--- config.mk ---
export PLATFORM = sky130hd
export DESIGN_NAME = wasm_module_header_validator_flat
export DESIGN_NICKNAME = d
export VERILOG_FILES = /design/src/rtl/core/wmhv_pkg.sv /design/src/rtl/core/wmhv_ifs.sv /design/src/rtl/core/wmhv_parser.sv /design/src/rtl/core/wasm_module_header_validator.sv /design/src/flat_wrapper.sv
export SDC_FILE = /design/constraint.sdc
export NUM_CORES = 1
export LEC_CHECK = 0
export BUFFER_PORTS_ARGS = -buffer_cell sky130_fd_sc_hd__buf_2
export CAP_MARGIN = 15
export CELL_PAD_IN_SITES_DETAIL_PLACEMENT = 1
export CELL_PAD_IN_SITES_GLOBAL_PLACEMENT = 1
export CORE_AREA = 2 2 204 206
export CTS_CLUSTER_DIAMETER = 150
export DETAILED_ROUTE_END_ITERATION = 12
export DIE_AREA = 0 0 206 208
export PLACE_DENSITY_LB_ADDON = 0.1
export SYNTH_ARGS = -nofsm -noshare
export SYNTH_HDL_FRONTEND = slang
export SYNTH_SLANG_ARGS = --single-unit
--- constraint.sdc ---
create_clock -name clk -period 10.85 [get_ports clk]
set_input_delay 2.17 -clock clk [delete_from_list [all_inputs] [get_ports clk]]
set_output_delay 2.17 -clock clk [all_outputs]
set_load 0.1 [all_outputs]
--- src/rtl/core/wmhv_pkg.sv ---
// Package for the WebAssembly module header validator.
// Holds parse phase types, error codes, header byte tables and the verdict struct.
// No dependencies; the parser, top level, checker and testbench import it.
`timescale 1ns / 1ps

package wmhv_pkg;

    localparam int unsigned HEADER_LEN   = 8;
    localparam int unsigned LEB_MAX_BYTES = 5;

    localparam logic [7:0] FUNC_MARKER  = 8'h60;
    localparam logic [7:0] TYPE_SECTION = 8'h01;
    localparam logic [7:0] CUSTOM_SECTION = 8'h00;

    typedef enum logic [2:0] {
        PH_HEADER    = 3'd0,
        PH_SEC_ID    = 3'd1,
        PH_SEC_SIZE  = 3'd2,
        PH_SEC_BODY  = 3'd3,
        PH_TYPE_BODY = 3'd4,
        PH_FATAL     = 3'd5
    } parse_phase_t;

    typedef enum logic [2:0] {
        TP_COUNT  = 3'd0,
        TP_MARKER = 3'd1,
        TP_PCOUNT = 3'd2,
        TP_PSKIP  = 3'd3,
        TP_RCOUNT = 3'd4,
        TP_RSKIP  = 3'd5,
        TP_DONE   = 3'd6
    } type_phase_t;

    typedef enum logic [2:0] {
        FATAL_NONE       = 3'd0,
        FATAL_TOO_SMALL  = 3'd1,
        FATAL_BAD_MAGIC  = 3'd2,
        FATAL_ORDER      = 3'd3,
        FATAL_PAST_END   = 3'd4
    } fatal_code_t;

    typedef struct packed {
        logic        module_valid;
        logic [2:0]  fatal_error;
        logic        type_section_bad;
        logic        version_warning;
    } verdict_t;

    // Expected magic bytes 00 61 73 6D.
    function automatic logic [7:0] magic_byte(input logic [1:0] idx);
        logic [7:0] val;
        case (idx)
            2'd0:    val = 8'h00;
            2'd1:    val = 8'h61;
            2'd2:    val = 8'h73;
            default: val = 8'h6D;
        endcase
        return val;
    endfunction

    // Expected version bytes 01 00 00 00.
    function automatic logic [7:0] version_byte(input logic [1:0] idx);
        logic [7:0] val;
        case (idx)
            2'd0:    val = 8'h01;
            default: val = 8'h00;
        endcase
        return val;
    endfunction

endpackage

--- src/rtl/core/wmhv_ifs.sv ---
// Channel interfaces of the WebAssembly module header validator.
// Byte input, verdict output and the module length write channel.
// No dependencies.
`timescale 1ns / 1ps

interface wmhv_byte_if;
    logic       valid;
    logic       ready;
    logic [7:0] data_byte;

    modport source (output valid, output data_byte, input ready);
    modport sink   (input valid, input data_byte, output ready);
endinterface

interface wmhv_verdict_if;
    logic       valid;
    logic       ready;
    logic       module_valid;
    logic [2:0] fatal_error;
    logic       type_section_bad;
    logic       version_warning;

    modport source (output valid, output module_valid, output fatal_error,
                    output type_section_bad, output version_warning, input ready);
    modport sink   (input valid, input module_valid, input fatal_error,
                    input type_section_bad, input version_warning, output ready);
endinterface

interface wmhv_cfg_if;
    logic        valid;
    logic        ready;
    logic [31:0] module_length;

    modport source (output valid, output module_length, input ready);
    modport sink   (input valid, input module_length, output ready);
endinterface

--- src/rtl/core/wmhv_parser.sv ---
// Byte parser of the WebAssembly module header validator: parse state registers
// and the next-state logic for one byte. Depends on wmhv_pkg.
`timescale 1ns / 1ps

module wmhv_parser (
    input  logic              clk,
    input  logic              rst_n,
    input  logic              step_en,
    input  logic [7:0]        data_byte,
    input  logic [31:0]       module_length,
    output logic              result_flag,
    output wmhv_pkg::verdict_t result
);
    import wmhv_pkg::*;

    logic [31:0]  pos_reg, pos_next;
    parse_phase_t phase_reg, phase_next;
    logic [7:0]   hi_id_reg, hi_id_next;
    logic [7:0]   cur_id_reg, cur_id_next;
    logic [31:0]  acc_reg, acc_next;
    logic [2:0]   cnt_reg, cnt_next;
    logic [31:0]  sbl_reg, sbl_next;
    type_phase_t  tph_reg, tph_next;
    logic [31:0]  tel_reg, tel_next;
    logic [7:0]   skip_reg, skip_next;
    fatal_code_t  fatal_reg, fatal_next;
    logic         te_reg, te_next;
    logic         vm_reg, vm_next;

    logic         last;
    logic         leb_ends;
    logic         leb_room;
    logic [31:0]  leb_chunk;
    logic [31:0]  leb_or;
    logic [2:0]   cnt_take;
    logic [31:0]  acc_taken;
    logic [31:0]  tel_taken;
    logic [33:0]  sec_end;
    logic [31:0]  tel_dec;
    logic [7:0]   skip_dec;
    logic [31:0]  sbl_dec;
    fatal_code_t  fatal_fin;
    logic         te_fin;

    always_comb
    begin
        case (cnt_reg)
            3'd0:    leb_chunk = {25'd0, data_byte[6:0]};
            3'd1:    leb_chunk = {18'd0, data_byte[6:0], 7'd0};
            3'd2:    leb_chunk = {11'd0, data_byte[6:0], 14'd0};
            3'd3:    leb_chunk = {4'd0, data_byte[6:0], 21'd0};
            // Payload bits above bit 31 fall off the top.
            default: leb_chunk = {data_byte[3:0], 28'd0};
        endcase
    end

    always_comb
    begin
        last      = ({1'b0, pos_reg} + 33'd1) >= {1'b0, module_length};
        leb_ends  = ~data_byte[7];
        leb_room  = cnt_reg < 3'(LEB_MAX_BYTES);
        leb_or    = leb_room ? leb_chunk : 32'd0;
        cnt_take  = leb_ends ? 3'd0 : (leb_room ? cnt_reg + 3'd1 : cnt_reg);
        acc_taken = acc_reg | leb_or;
        tel_taken = tel_reg | leb_or;
        sec_end   = {2'b00, pos_reg} + 34'd1 + {2'b00, acc_taken};
        tel_dec   = tel_reg - 32'd1;
        skip_dec  = skip_reg - 8'd1;
        sbl_dec   = sbl_reg - 32'd1;

        pos_next    = pos_reg;
        phase_next  = phase_reg;
        hi_id_next  = hi_id_reg;
        cur_id_next = cur_id_reg;
        acc_next    = acc_reg;
        cnt_next    = cnt_reg;
        sbl_next    = sbl_reg;
        tph_next    = tph_reg;
        tel_next    = tel_reg;
        skip_next   = skip_reg;
        fatal_next  = fatal_reg;
        te_next     = te_reg;
        vm_next     = vm_reg;

        case (phase_reg)
            PH_HEADER:
            begin
                if (module_length < 32'(HEADER_LEN))
                begin
                    fatal_next = FATAL_TOO_SMALL;
                    phase_next = PH_FATAL;
                end
                else if (pos_reg < 32'd4 && data_byte != magic_byte(pos_reg[1:0]))
                begin
                    fatal_next = FATAL_BAD_MAGIC;
                    phase_next = PH_FATAL;
                end
                else
                begin
                    if (pos_reg >= 32'd4 && data_byte != version_byte(pos_reg[1:0]))
                        vm_next = 1'b1;
                    if (pos_reg >= 32'(HEADER_LEN - 1))
                        phase_next = PH_SEC_ID;
                end
            end
            PH_SEC_ID:
            begin
                if (data_byte != CUSTOM_SECTION && data_byte <= hi_id_reg)
                begin
                    fatal_next = FATAL_ORDER;
                    phase_next = PH_FATAL;
                end
                else
                begin
                    if (data_byte != CUSTOM_SECTION)
                        hi_id_next = data_byte;
                    cur_id_next = data_byte;
                    acc_next    = 32'd0;
                    cnt_next    = 3'd0;
                    phase_next  = PH_SEC_SIZE;
                end
            end
            PH_SEC_SIZE:
            begin
                acc_next = acc_taken;
                cnt_next = cnt_take;
                if (leb_ends)
                begin
                    if (sec_end > {2'b00, module_length})
                    begin
                        fatal_next = FATAL_PAST_END;
                        phase_next = PH_FATAL;
                    end
                    else
                    begin
                        sbl_next = acc_taken;
                        if (acc_taken == 32'd0)
                        begin
                            if (cur_id_reg == TYPE_SECTION)
                                te_next = 1'b1;
                            phase_next = PH_SEC_ID;
                        end
                        else if (cur_id_reg == TYPE_SECTION)
                        begin
                            tph_next   = TP_COUNT;
                            tel_next   = 32'd0;
                            cnt_next   = 3'd0;
                            phase_next = PH_TYPE_BODY;
                        end
                        else
                        begin
                            phase_next = PH_SEC_BODY;
                        end
                    end
                end
            end
            PH_SEC_BODY, PH_TYPE_BODY:
            begin
                if (phase_reg == PH_TYPE_BODY)
                begin
                    case (tph_reg)
                        TP_COUNT:
                        begin
                            tel_next = tel_taken;
                            cnt_next = cnt_take;
                            if (leb_ends)
                                tph_next = (tel_taken != 32'd0) ? TP_MARKER : TP_DONE;
                        end
                        TP_MARKER:
                        begin
                            if (data_byte != FUNC_MARKER)
                            begin
                                te_next  = 1'b1;
                                tph_next = TP_DONE;
                            end
                            else
                            begin
                                tph_next = TP_PCOUNT;
                            end
                        end
                        TP_PCOUNT:
                        begin
                            skip_next = data_byte;
                            tph_next  = (data_byte != 8'd0) ? TP_PSKIP : TP_RCOUNT;
                        end
                        TP_PSKIP:
                        begin
                            skip_next = skip_dec;
                            if (skip_dec == 8'd0)
                                tph_next = TP_RCOUNT;
                        end
                        TP_RCOUNT:
                        begin
                            skip_next = data_byte;
                            if (data_byte != 8'd0)
                            begin
                                tph_next = TP_RSKIP;
                            end
                            else
                            begin
                                tel_next = tel_dec;
                                tph_next = (tel_dec != 32'd0) ? TP_MARKER : TP_DONE;
                            end
                        end
                        TP_RSKIP:
                        begin
                            skip_next = skip_dec;
                            if (skip_dec == 8'd0)
                            begin
                                tel_next = tel_dec;
                                tph_next = (tel_dec != 32'd0) ? TP_MARKER : TP_DONE;
                            end
                        end
                        default:
                        begin
                        end
                    endcase
                end
                sbl_next = sbl_dec;
                if (sbl_dec == 32'd0)
                    phase_next = PH_SEC_ID;
            end
            default:
            begin
            end
        endcase

        // A module that ends inside a section size is judged on the partial size.
        fatal_fin = fatal_next;
        te_fin    = te_next;
        if (phase_next == PH_SEC_SIZE)
        begin
            if (acc_next != 32'd0)
                fatal_fin = FATAL_PAST_END;
            else if (cur_id_next == TYPE_SECTION)
                te_fin = 1'b1;
        end

        result_flag             = last;
        result.module_valid     = (fatal_fin == FATAL_NONE) && !te_fin;
        result.fatal_error      = fatal_fin;
        result.type_section_bad = te_fin;
        result.version_warning  = vm_next;

        if (last)
        begin
            pos_next    = 32'd0;
            phase_next  = PH_HEADER;
            hi_id_next  = 8'd0;
            cur_id_next = 8'd0;
            acc_next    = 32'd0;
            cnt_next    = 3'd0;
            sbl_next    = 32'd0;
            tph_next    = TP_COUNT;
            tel_next    = 32'd0;
            skip_next   = 8'd0;
            fatal_next  = FATAL_NONE;
            te_next     = 1'b0;
            vm_next     = 1'b0;
        end
        else
        begin
            pos_next = pos_reg + 32'd1;
        end
    end

    always_ff @(posedge clk or negedge rst_n)
    begin
        if (!rst_n)
        begin
            pos_reg    <= 32'd0;
            phase_reg  <= PH_HEADER;
            hi_id_reg  <= 8'd0;
            cur_id_reg <= 8'd0;
            acc_reg    <= 32'd0;
            cnt_reg    <= 3'd0;
            sbl_reg    <= 32'd0;
            tph_reg    <= TP_COUNT;
            tel_reg    <= 32'd0;
            skip_reg   <= 8'd0;
            fatal_reg  <= FATAL_NONE;
            te_reg     <= 1'b0;
            vm_reg     <= 1'b0;
        end
        else if (step_en)
        begin
            pos_reg    <= pos_next;
            phase_reg  <= phase_next;
            hi_id_reg  <= hi_id_next;
            cur_id_reg <= cur_id_next;
            acc_reg    <= acc_next;
            cnt_reg    <= cnt_next;
            sbl_reg    <= sbl_next;
            tph_reg    <= tph_next;
            tel_reg    <= tel_next;
            skip_reg   <= skip_next;
            fatal_reg  <= fatal_next;
            te_reg     <= te_next;
            vm_reg     <= vm_next;
        end
    end

endmodule

--- src/rtl/core/wasm_module_header_validator.sv ---
// Top level of the WebAssembly module header validator: input byte register,
// verdict register and module length register. Depends on wmhv_pkg, wmhv_ifs, wmhv_parser.
//
//   Channel   Direction  Payload                                   Beat
//   bytes     in         data_byte[7:0]                            one module byte
//   verdict   out        module_valid, fatal_error[2:0],           one verdict per module
//                        type_section_bad, version_warning
//   cfg       in         module_length[31:0]                       register write
//
// One byte per cycle sustained while verdicts are taken. A byte is held in the input
// register and parsed from there; if it ends a module, its verdict is registered on the
// same edge that the parser takes the byte. The parse state takes a whole byte per update.
// Reset clears all parse state and module_length to zero. A stalled verdict holds
// the parser, and the input register then fills and drops ready.
`timescale 1ns / 1ps

module wasm_module_header_validator (
    input  logic           clk,
    input  logic           rst_n,
    wmhv_byte_if.sink      bytes,
    wmhv_verdict_if.source verdict,
    wmhv_cfg_if.sink       cfg
);
    import wmhv_pkg::*;

    logic        in_vld_reg;
    logic [7:0]  in_byte_reg;
    logic        out_vld_reg;
    verdict_t    out_reg;
    logic [31:0] len_reg;

    logic        advance;
    logic        result_flag;
    verdict_t    result;

    assign advance     = in_vld_reg && (!out_vld_reg || verdict.ready);
    assign bytes.ready = !in_vld_reg || advance;
    assign cfg.ready   = 1'b1;

    wmhv_parser u_parser (
        .clk           (clk),
        .rst_n         (rst_n),
        .step_en       (advance),
        .data_byte     (in_byte_reg),
        .module_length (len_reg),
        .result_flag   (result_flag),
        .result        (result)
    );

    always_ff @(posedge clk or negedge rst_n)
    begin
        if (!rst_n)
        begin
            in_vld_reg  <= 1'b0;
            out_vld_reg <= 1'b0;
            len_reg     <= 32'd0;
        end
        else
        begin
            if (bytes.valid && bytes.ready)
                in_vld_reg <= 1'b1;
            else if (advance)
                in_vld_reg <= 1'b0;

            if (advance && result_flag)
                out_vld_reg <= 1'b1;
            else if (verdict.ready)
                out_vld_reg <= 1'b0;

            if (cfg.valid)
                len_reg <= cfg.module_length;
        end
    end

    always_ff @(posedge clk)
    begin
        if (bytes.valid && bytes.ready)
            in_byte_reg <= bytes.data_byte;
        if (advance && result_flag)
            out_reg <= result;
    end

    assign verdict.valid            = out_vld_reg;
    assign verdict.module_valid     = out_reg.module_valid;
    assign verdict.fatal_error      = out_reg.fatal_error;
    assign verdict.type_section_bad = out_reg.type_section_bad;
    assign verdict.version_warning  = out_reg.version_warning;

endmodule

--- src/flat_wrapper.sv ---
// flat-port wrapper written by rule: the top's interface ports become plain ports
module wasm_module_header_validator_flat import wmhv_pkg::*;
  (clk, rst_n, bytes_valid, bytes_data_byte, bytes_ready, verdict_valid, verdict_module_valid, verdict_fatal_error, verdict_type_section_bad, verdict_version_warning, verdict_ready, cfg_valid, cfg_module_length, cfg_ready);
  wmhv_byte_if bytes_i ();
  wmhv_verdict_if verdict_i ();
  wmhv_cfg_if cfg_i ();
  input  logic clk;
  input  logic rst_n;
  input wire logic [$bits(bytes_i.valid)-1:0] bytes_valid;
  input wire logic [$bits(bytes_i.data_byte)-1:0] bytes_data_byte;
  output wire logic [$bits(bytes_i.ready)-1:0] bytes_ready;
  output wire logic [$bits(verdict_i.valid)-1:0] verdict_valid;
  output wire logic [$bits(verdict_i.module_valid)-1:0] verdict_module_valid;
  output wire logic [$bits(verdict_i.fatal_error)-1:0] verdict_fatal_error;
  output wire logic [$bits(verdict_i.type_section_bad)-1:0] verdict_type_section_bad;
  output wire logic [$bits(verdict_i.version_warning)-1:0] verdict_version_warning;
  input wire logic [$bits(verdict_i.ready)-1:0] verdict_ready;
  input wire logic [$bits(cfg_i.valid)-1:0] cfg_valid;
  input wire logic [$bits(cfg_i.module_length)-1:0] cfg_module_length;
  output wire logic [$bits(cfg_i.ready)-1:0] cfg_ready;
  assign bytes_i.valid = bytes_valid;
  assign bytes_i.data_byte = bytes_data_byte;
  assign bytes_ready = bytes_i.ready;
  assign verdict_valid = verdict_i.valid;
  assign verdict_module_valid = verdict_i.module_valid;
  assign verdict_fatal_error = verdict_i.fatal_error;
  assign verdict_type_section_bad = verdict_i.type_section_bad;
  assign verdict_version_warning = verdict_i.version_warning;
  assign verdict_i.ready = verdict_ready;
  assign cfg_i.valid = cfg_valid;
  assign cfg_i.module_length = cfg_module_length;
  assign cfg_ready = cfg_i.ready;
  wasm_module_header_validator u_core (.clk(clk), .rst_n(rst_n), .bytes(bytes_i), .verdict(verdict_i), .cfg(cfg_i));
endmodule
==> impl_metrics.py <==
metrics = {
    "setup_path": {
        "slowest_delay_ns": 0.77,
        "end_kind": "flop",
        "crit_type": "reg -> reg",
        "worstPathRequired_ns": 11.26,
        "worstPathMaxFanout": 46,
        "slowest_stage": "a2111oi_0",
        "arrival_ns": 8.01,
        "ff2ff_path_depth": 29,
        "crit_path_start_kind": "flop",
    },
    "flow_run": {
        "cap_viol_max_count": 0,
    },
    "synth": {
        "synthTopCellsByArea": "dfrtp_1 31%, ha_1 9.3%, o21ai_0 6.2%, nand2_1 5.7%, a21oi_1 4.9%",
        "synth_edf_count": 14,
        "syn_inst": 1981,
        "synth_top_cells_by_count": "243 x nand2_1, 200 x dfrtp_1, 200 x o21ai_0",
        "synth_most_common_cell": "nand2_1",
        "synthesis.area_sq_um": 16100,
        "synth_cell_types": 92,
        "synth_ff_type": "dfrtp_1",
        "synth_seq_cells": 214,
        "ys_warn_count": 0,
        "syn-num-nets": 2146,
        "yosysTopAreaCellShare_pct": 31.1,
        "yosysSeqAreaShare_pct": 33.7,
        "syn_avg_cell_area_sq_um": 8.12,
        "async_flop_share_pct": 93.5,
        "yosys.area.top_type": "dfrtp_1",
    },
    "timing": {
        "setup_viol": 0,
        "max-slew-margin-rel_pct": 28.0,
        "worst_slew_pin_slew_ns": 1.08,
        "fmax_ghz": 0.131,
        "layout_setup_ws_ns": 3.24,
        "tns_ns": 0,
        "hold_viol": 0,
        "whs_ns": 0.499,
        "min_period_over_period_pct": 70.1,
        "rsz0062_at_grt": "false",
        "slew_viol_final": 0,
        "post-route-min-period_ns": 7.61,
        "final.setup_skew_ns": 0.0128,
    },
    "routing": {
        "drt_first_pass_iters": 5,
        "wl_microns": 59800,
        "route.detailed.drc": 0,
        "antenna_left": 0,
        "viasPerCell": 6.09,
        "vias": 15500,
        "drt_iter0_markers": 1052,
        "wl_per_cell_microns": 23.5,
    },
    "pwr": {
        "switchingPower_mw": 2.37,
        "p_seq_share_pct": 26.1,
        "ir_drop_mv": 0.134,
        "intPower_mw": 2.57,
        "powerDensity_nw_per_um2": 277,
        "switching_share_pct": 48.0,
        "p_comb_share_pct": 53.3,
        "power_frac_clock_pct": 20.6,
        "p_leak_nw": 8.13,
        "power_mw": 4.94,
    },
    "layout": {
        "drive_gt1_share_pct": 8.89,
        "postLayoutCoreUtil_pct": 44.0,
        "syn_to_final_growth_pct": 10.9,
        "n_fill_cell": 4887,
        "diodes": 0,
        "nets": 2156,
    },
    "cts": {
        "htreeDepth": 1,
        "cts_resized": 0,
        "cts_buffers": 29,
        "cts-root-buf": "clkbuf_16",
        "insertion_delay_ns": 0.57,
        "cts_max_path_buffers": 3,
        "hold_buffers": 0,
        "cts_sinks": 214,
        "cts_tree": "built",
        "cts.clk_slew.worst_paths_ns": 0.06,
        "post_cts_buffers": 0,
    },
    "placed_design": {
        "portBuffers": 52,
        "globalplace.congestion": 0.889,
        "dp_hpwl_microns": 44000,
        "dp_slack_ns": 3.30,
    },
    "global_routing": {
        "grt_pass1_vias": 15900,
        "grt_first_pass_wirelength_microns": 93900,
        "grt_usage_pct": 28.0,
        "antenna_found_initial": 0,
        "grt_max_degree": 79,
        "grt_overflow": 0,
    },
    "die": {
        "die_w_microns": 206,
        "core_region_area_sq_um": 40600,
        "die_h_microns": 208,
        "rows": 74,
        "die_area_sq_um": 42800,
        "io_pins": 54,
        "start_util_pct": 39.7,
    },
    "hold_path": {
        "holdPathStages": 2,
        "holdCritPathClass": "reg -> reg",
    },
    "outcome": {
        "status": "finished, final reports clean",
    },
}
-- critical path, delay by kind of cell (launching register included) --
kind	cells	cell delay [ns]
AOI/OAI and AO/OA	13	3.39
and+or+nand+nor	8	1.98
adders and majority gates	3	0.81
buffers and inverters	4	0.72
DFF	1	0.43
xor gates and xnor gates	1	0.07
-- worst paths after layout --
| kind | startpoint | endpoint | slack (ns) |
|---|---|---|---|
| setup / recovery | u_core.u_parser.cnt_reg[0]$_DFFE_PN0P_ | u_core.u_parser.tel_reg[10]$_DFFE_PN0P_ | 3.24 |
| hold / removal | u_core.u_parser.vm_reg$_DFFE_PN0P_ | u_core.u_parser.vm_reg$_DFFE_PN0P_ | 0.50 |
| setup reg to reg | u_core.u_parser.cnt_reg[0]$_DFFE_PN0P_ | u_core.u_parser.tel_reg[10]$_DFFE_PN0P_ | 3.24 |
| hold reg to reg | u_core.u_parser.vm_reg$_DFFE_PN0P_ | u_core.u_parser.vm_reg$_DFFE_PN0P_ | 0.50 |
| max in group asynchronous | rst_n | u_core.u_parser.tel_reg[1]$_DFFE_PN0P_ | 7.13 |
| min in group asynchronous | rst_n | u_core.len_reg[18]$_DFFE_PN0P_ | 1.57 |
-- cell usage in the layout (no fill, tap or decap), types with 26 or more instances in the layout --
cell         n
a211oi_1    26
a21o_1      30
a21oi_1    159
a31oi_1     32
and3_1      27
buf_2       51
buf_4       32
clkbuf_16   29
dfrtp_1    200
ha_1       119
inv_1       78
nand2_1    243
nand2b_1    44
nand3_1     37
nand4_1     32
nor2_1     135
nor3_1      63
nor4_1      49
o21ai_0    199
xnor2_1     51
-- final cells by class --
| class | instances | area [sq um] | share of cell area [%] |
|---|---|---|---|
| multi-input combinational | 1584 | 9960 | 55.8 |
| sequential | 214 | 5430 | 30.4 |
| clock buffer | 40 | 817 | 4.58 |
| tap | 532 | 666 | 3.73 |
| timing repair buffer | 84 | 510 | 2.86 |
| inverter | 78 | 293 | 1.64 |
| clock inverter | 13 | 168 | 0.940 |
-- cell families after synthesis --
kind of cell	Yosys count	share of synthesized area (%)
buffers and inverters	183	4.45
multiplexers	7	0.443
XOR/XNOR	73	3.97
AO/OA/AOI/OAI	629	24.4
AND/OR/NAND/NOR	754	23.6
adder cells (fa/ha/maj)	120	9.38
flip-flops	214	33.7
other	1	0.0233
-- per-layer routing --
layer	part of all wire, %	vias up	track usage [%]
li1	-	7269	-
met1	44	7763	37.3
met2	48	357	46.6
met3	4.4	112	3.49
met4	4.1	0	9.95
met5	0	-	0
-- power by group through the flow --
stage / Combinational, mW / Sequential, mW / Clock (mW)
floorplan: 1.87 / 1.16 / 0
global placement: 2.53 / 1.28 / 0
detailed placement: 2.60 / 1.29 / 0
CTS: 2.62 / 1.28 / 1.04
global route: 2.91 / 1.32 / 1.07
finish: 2.63 / 1.29 / 1.02
-- stage by stage --
stage	instance area [sq um]	instances
after floorplan	16100	1981
after global placement	16900	2492
after detailed placement	16900	2492
after CTS	17800	2545
after global routing	17800	2545
final	17800	2545
Note: power is estimated with default switching activity, not from simulation.
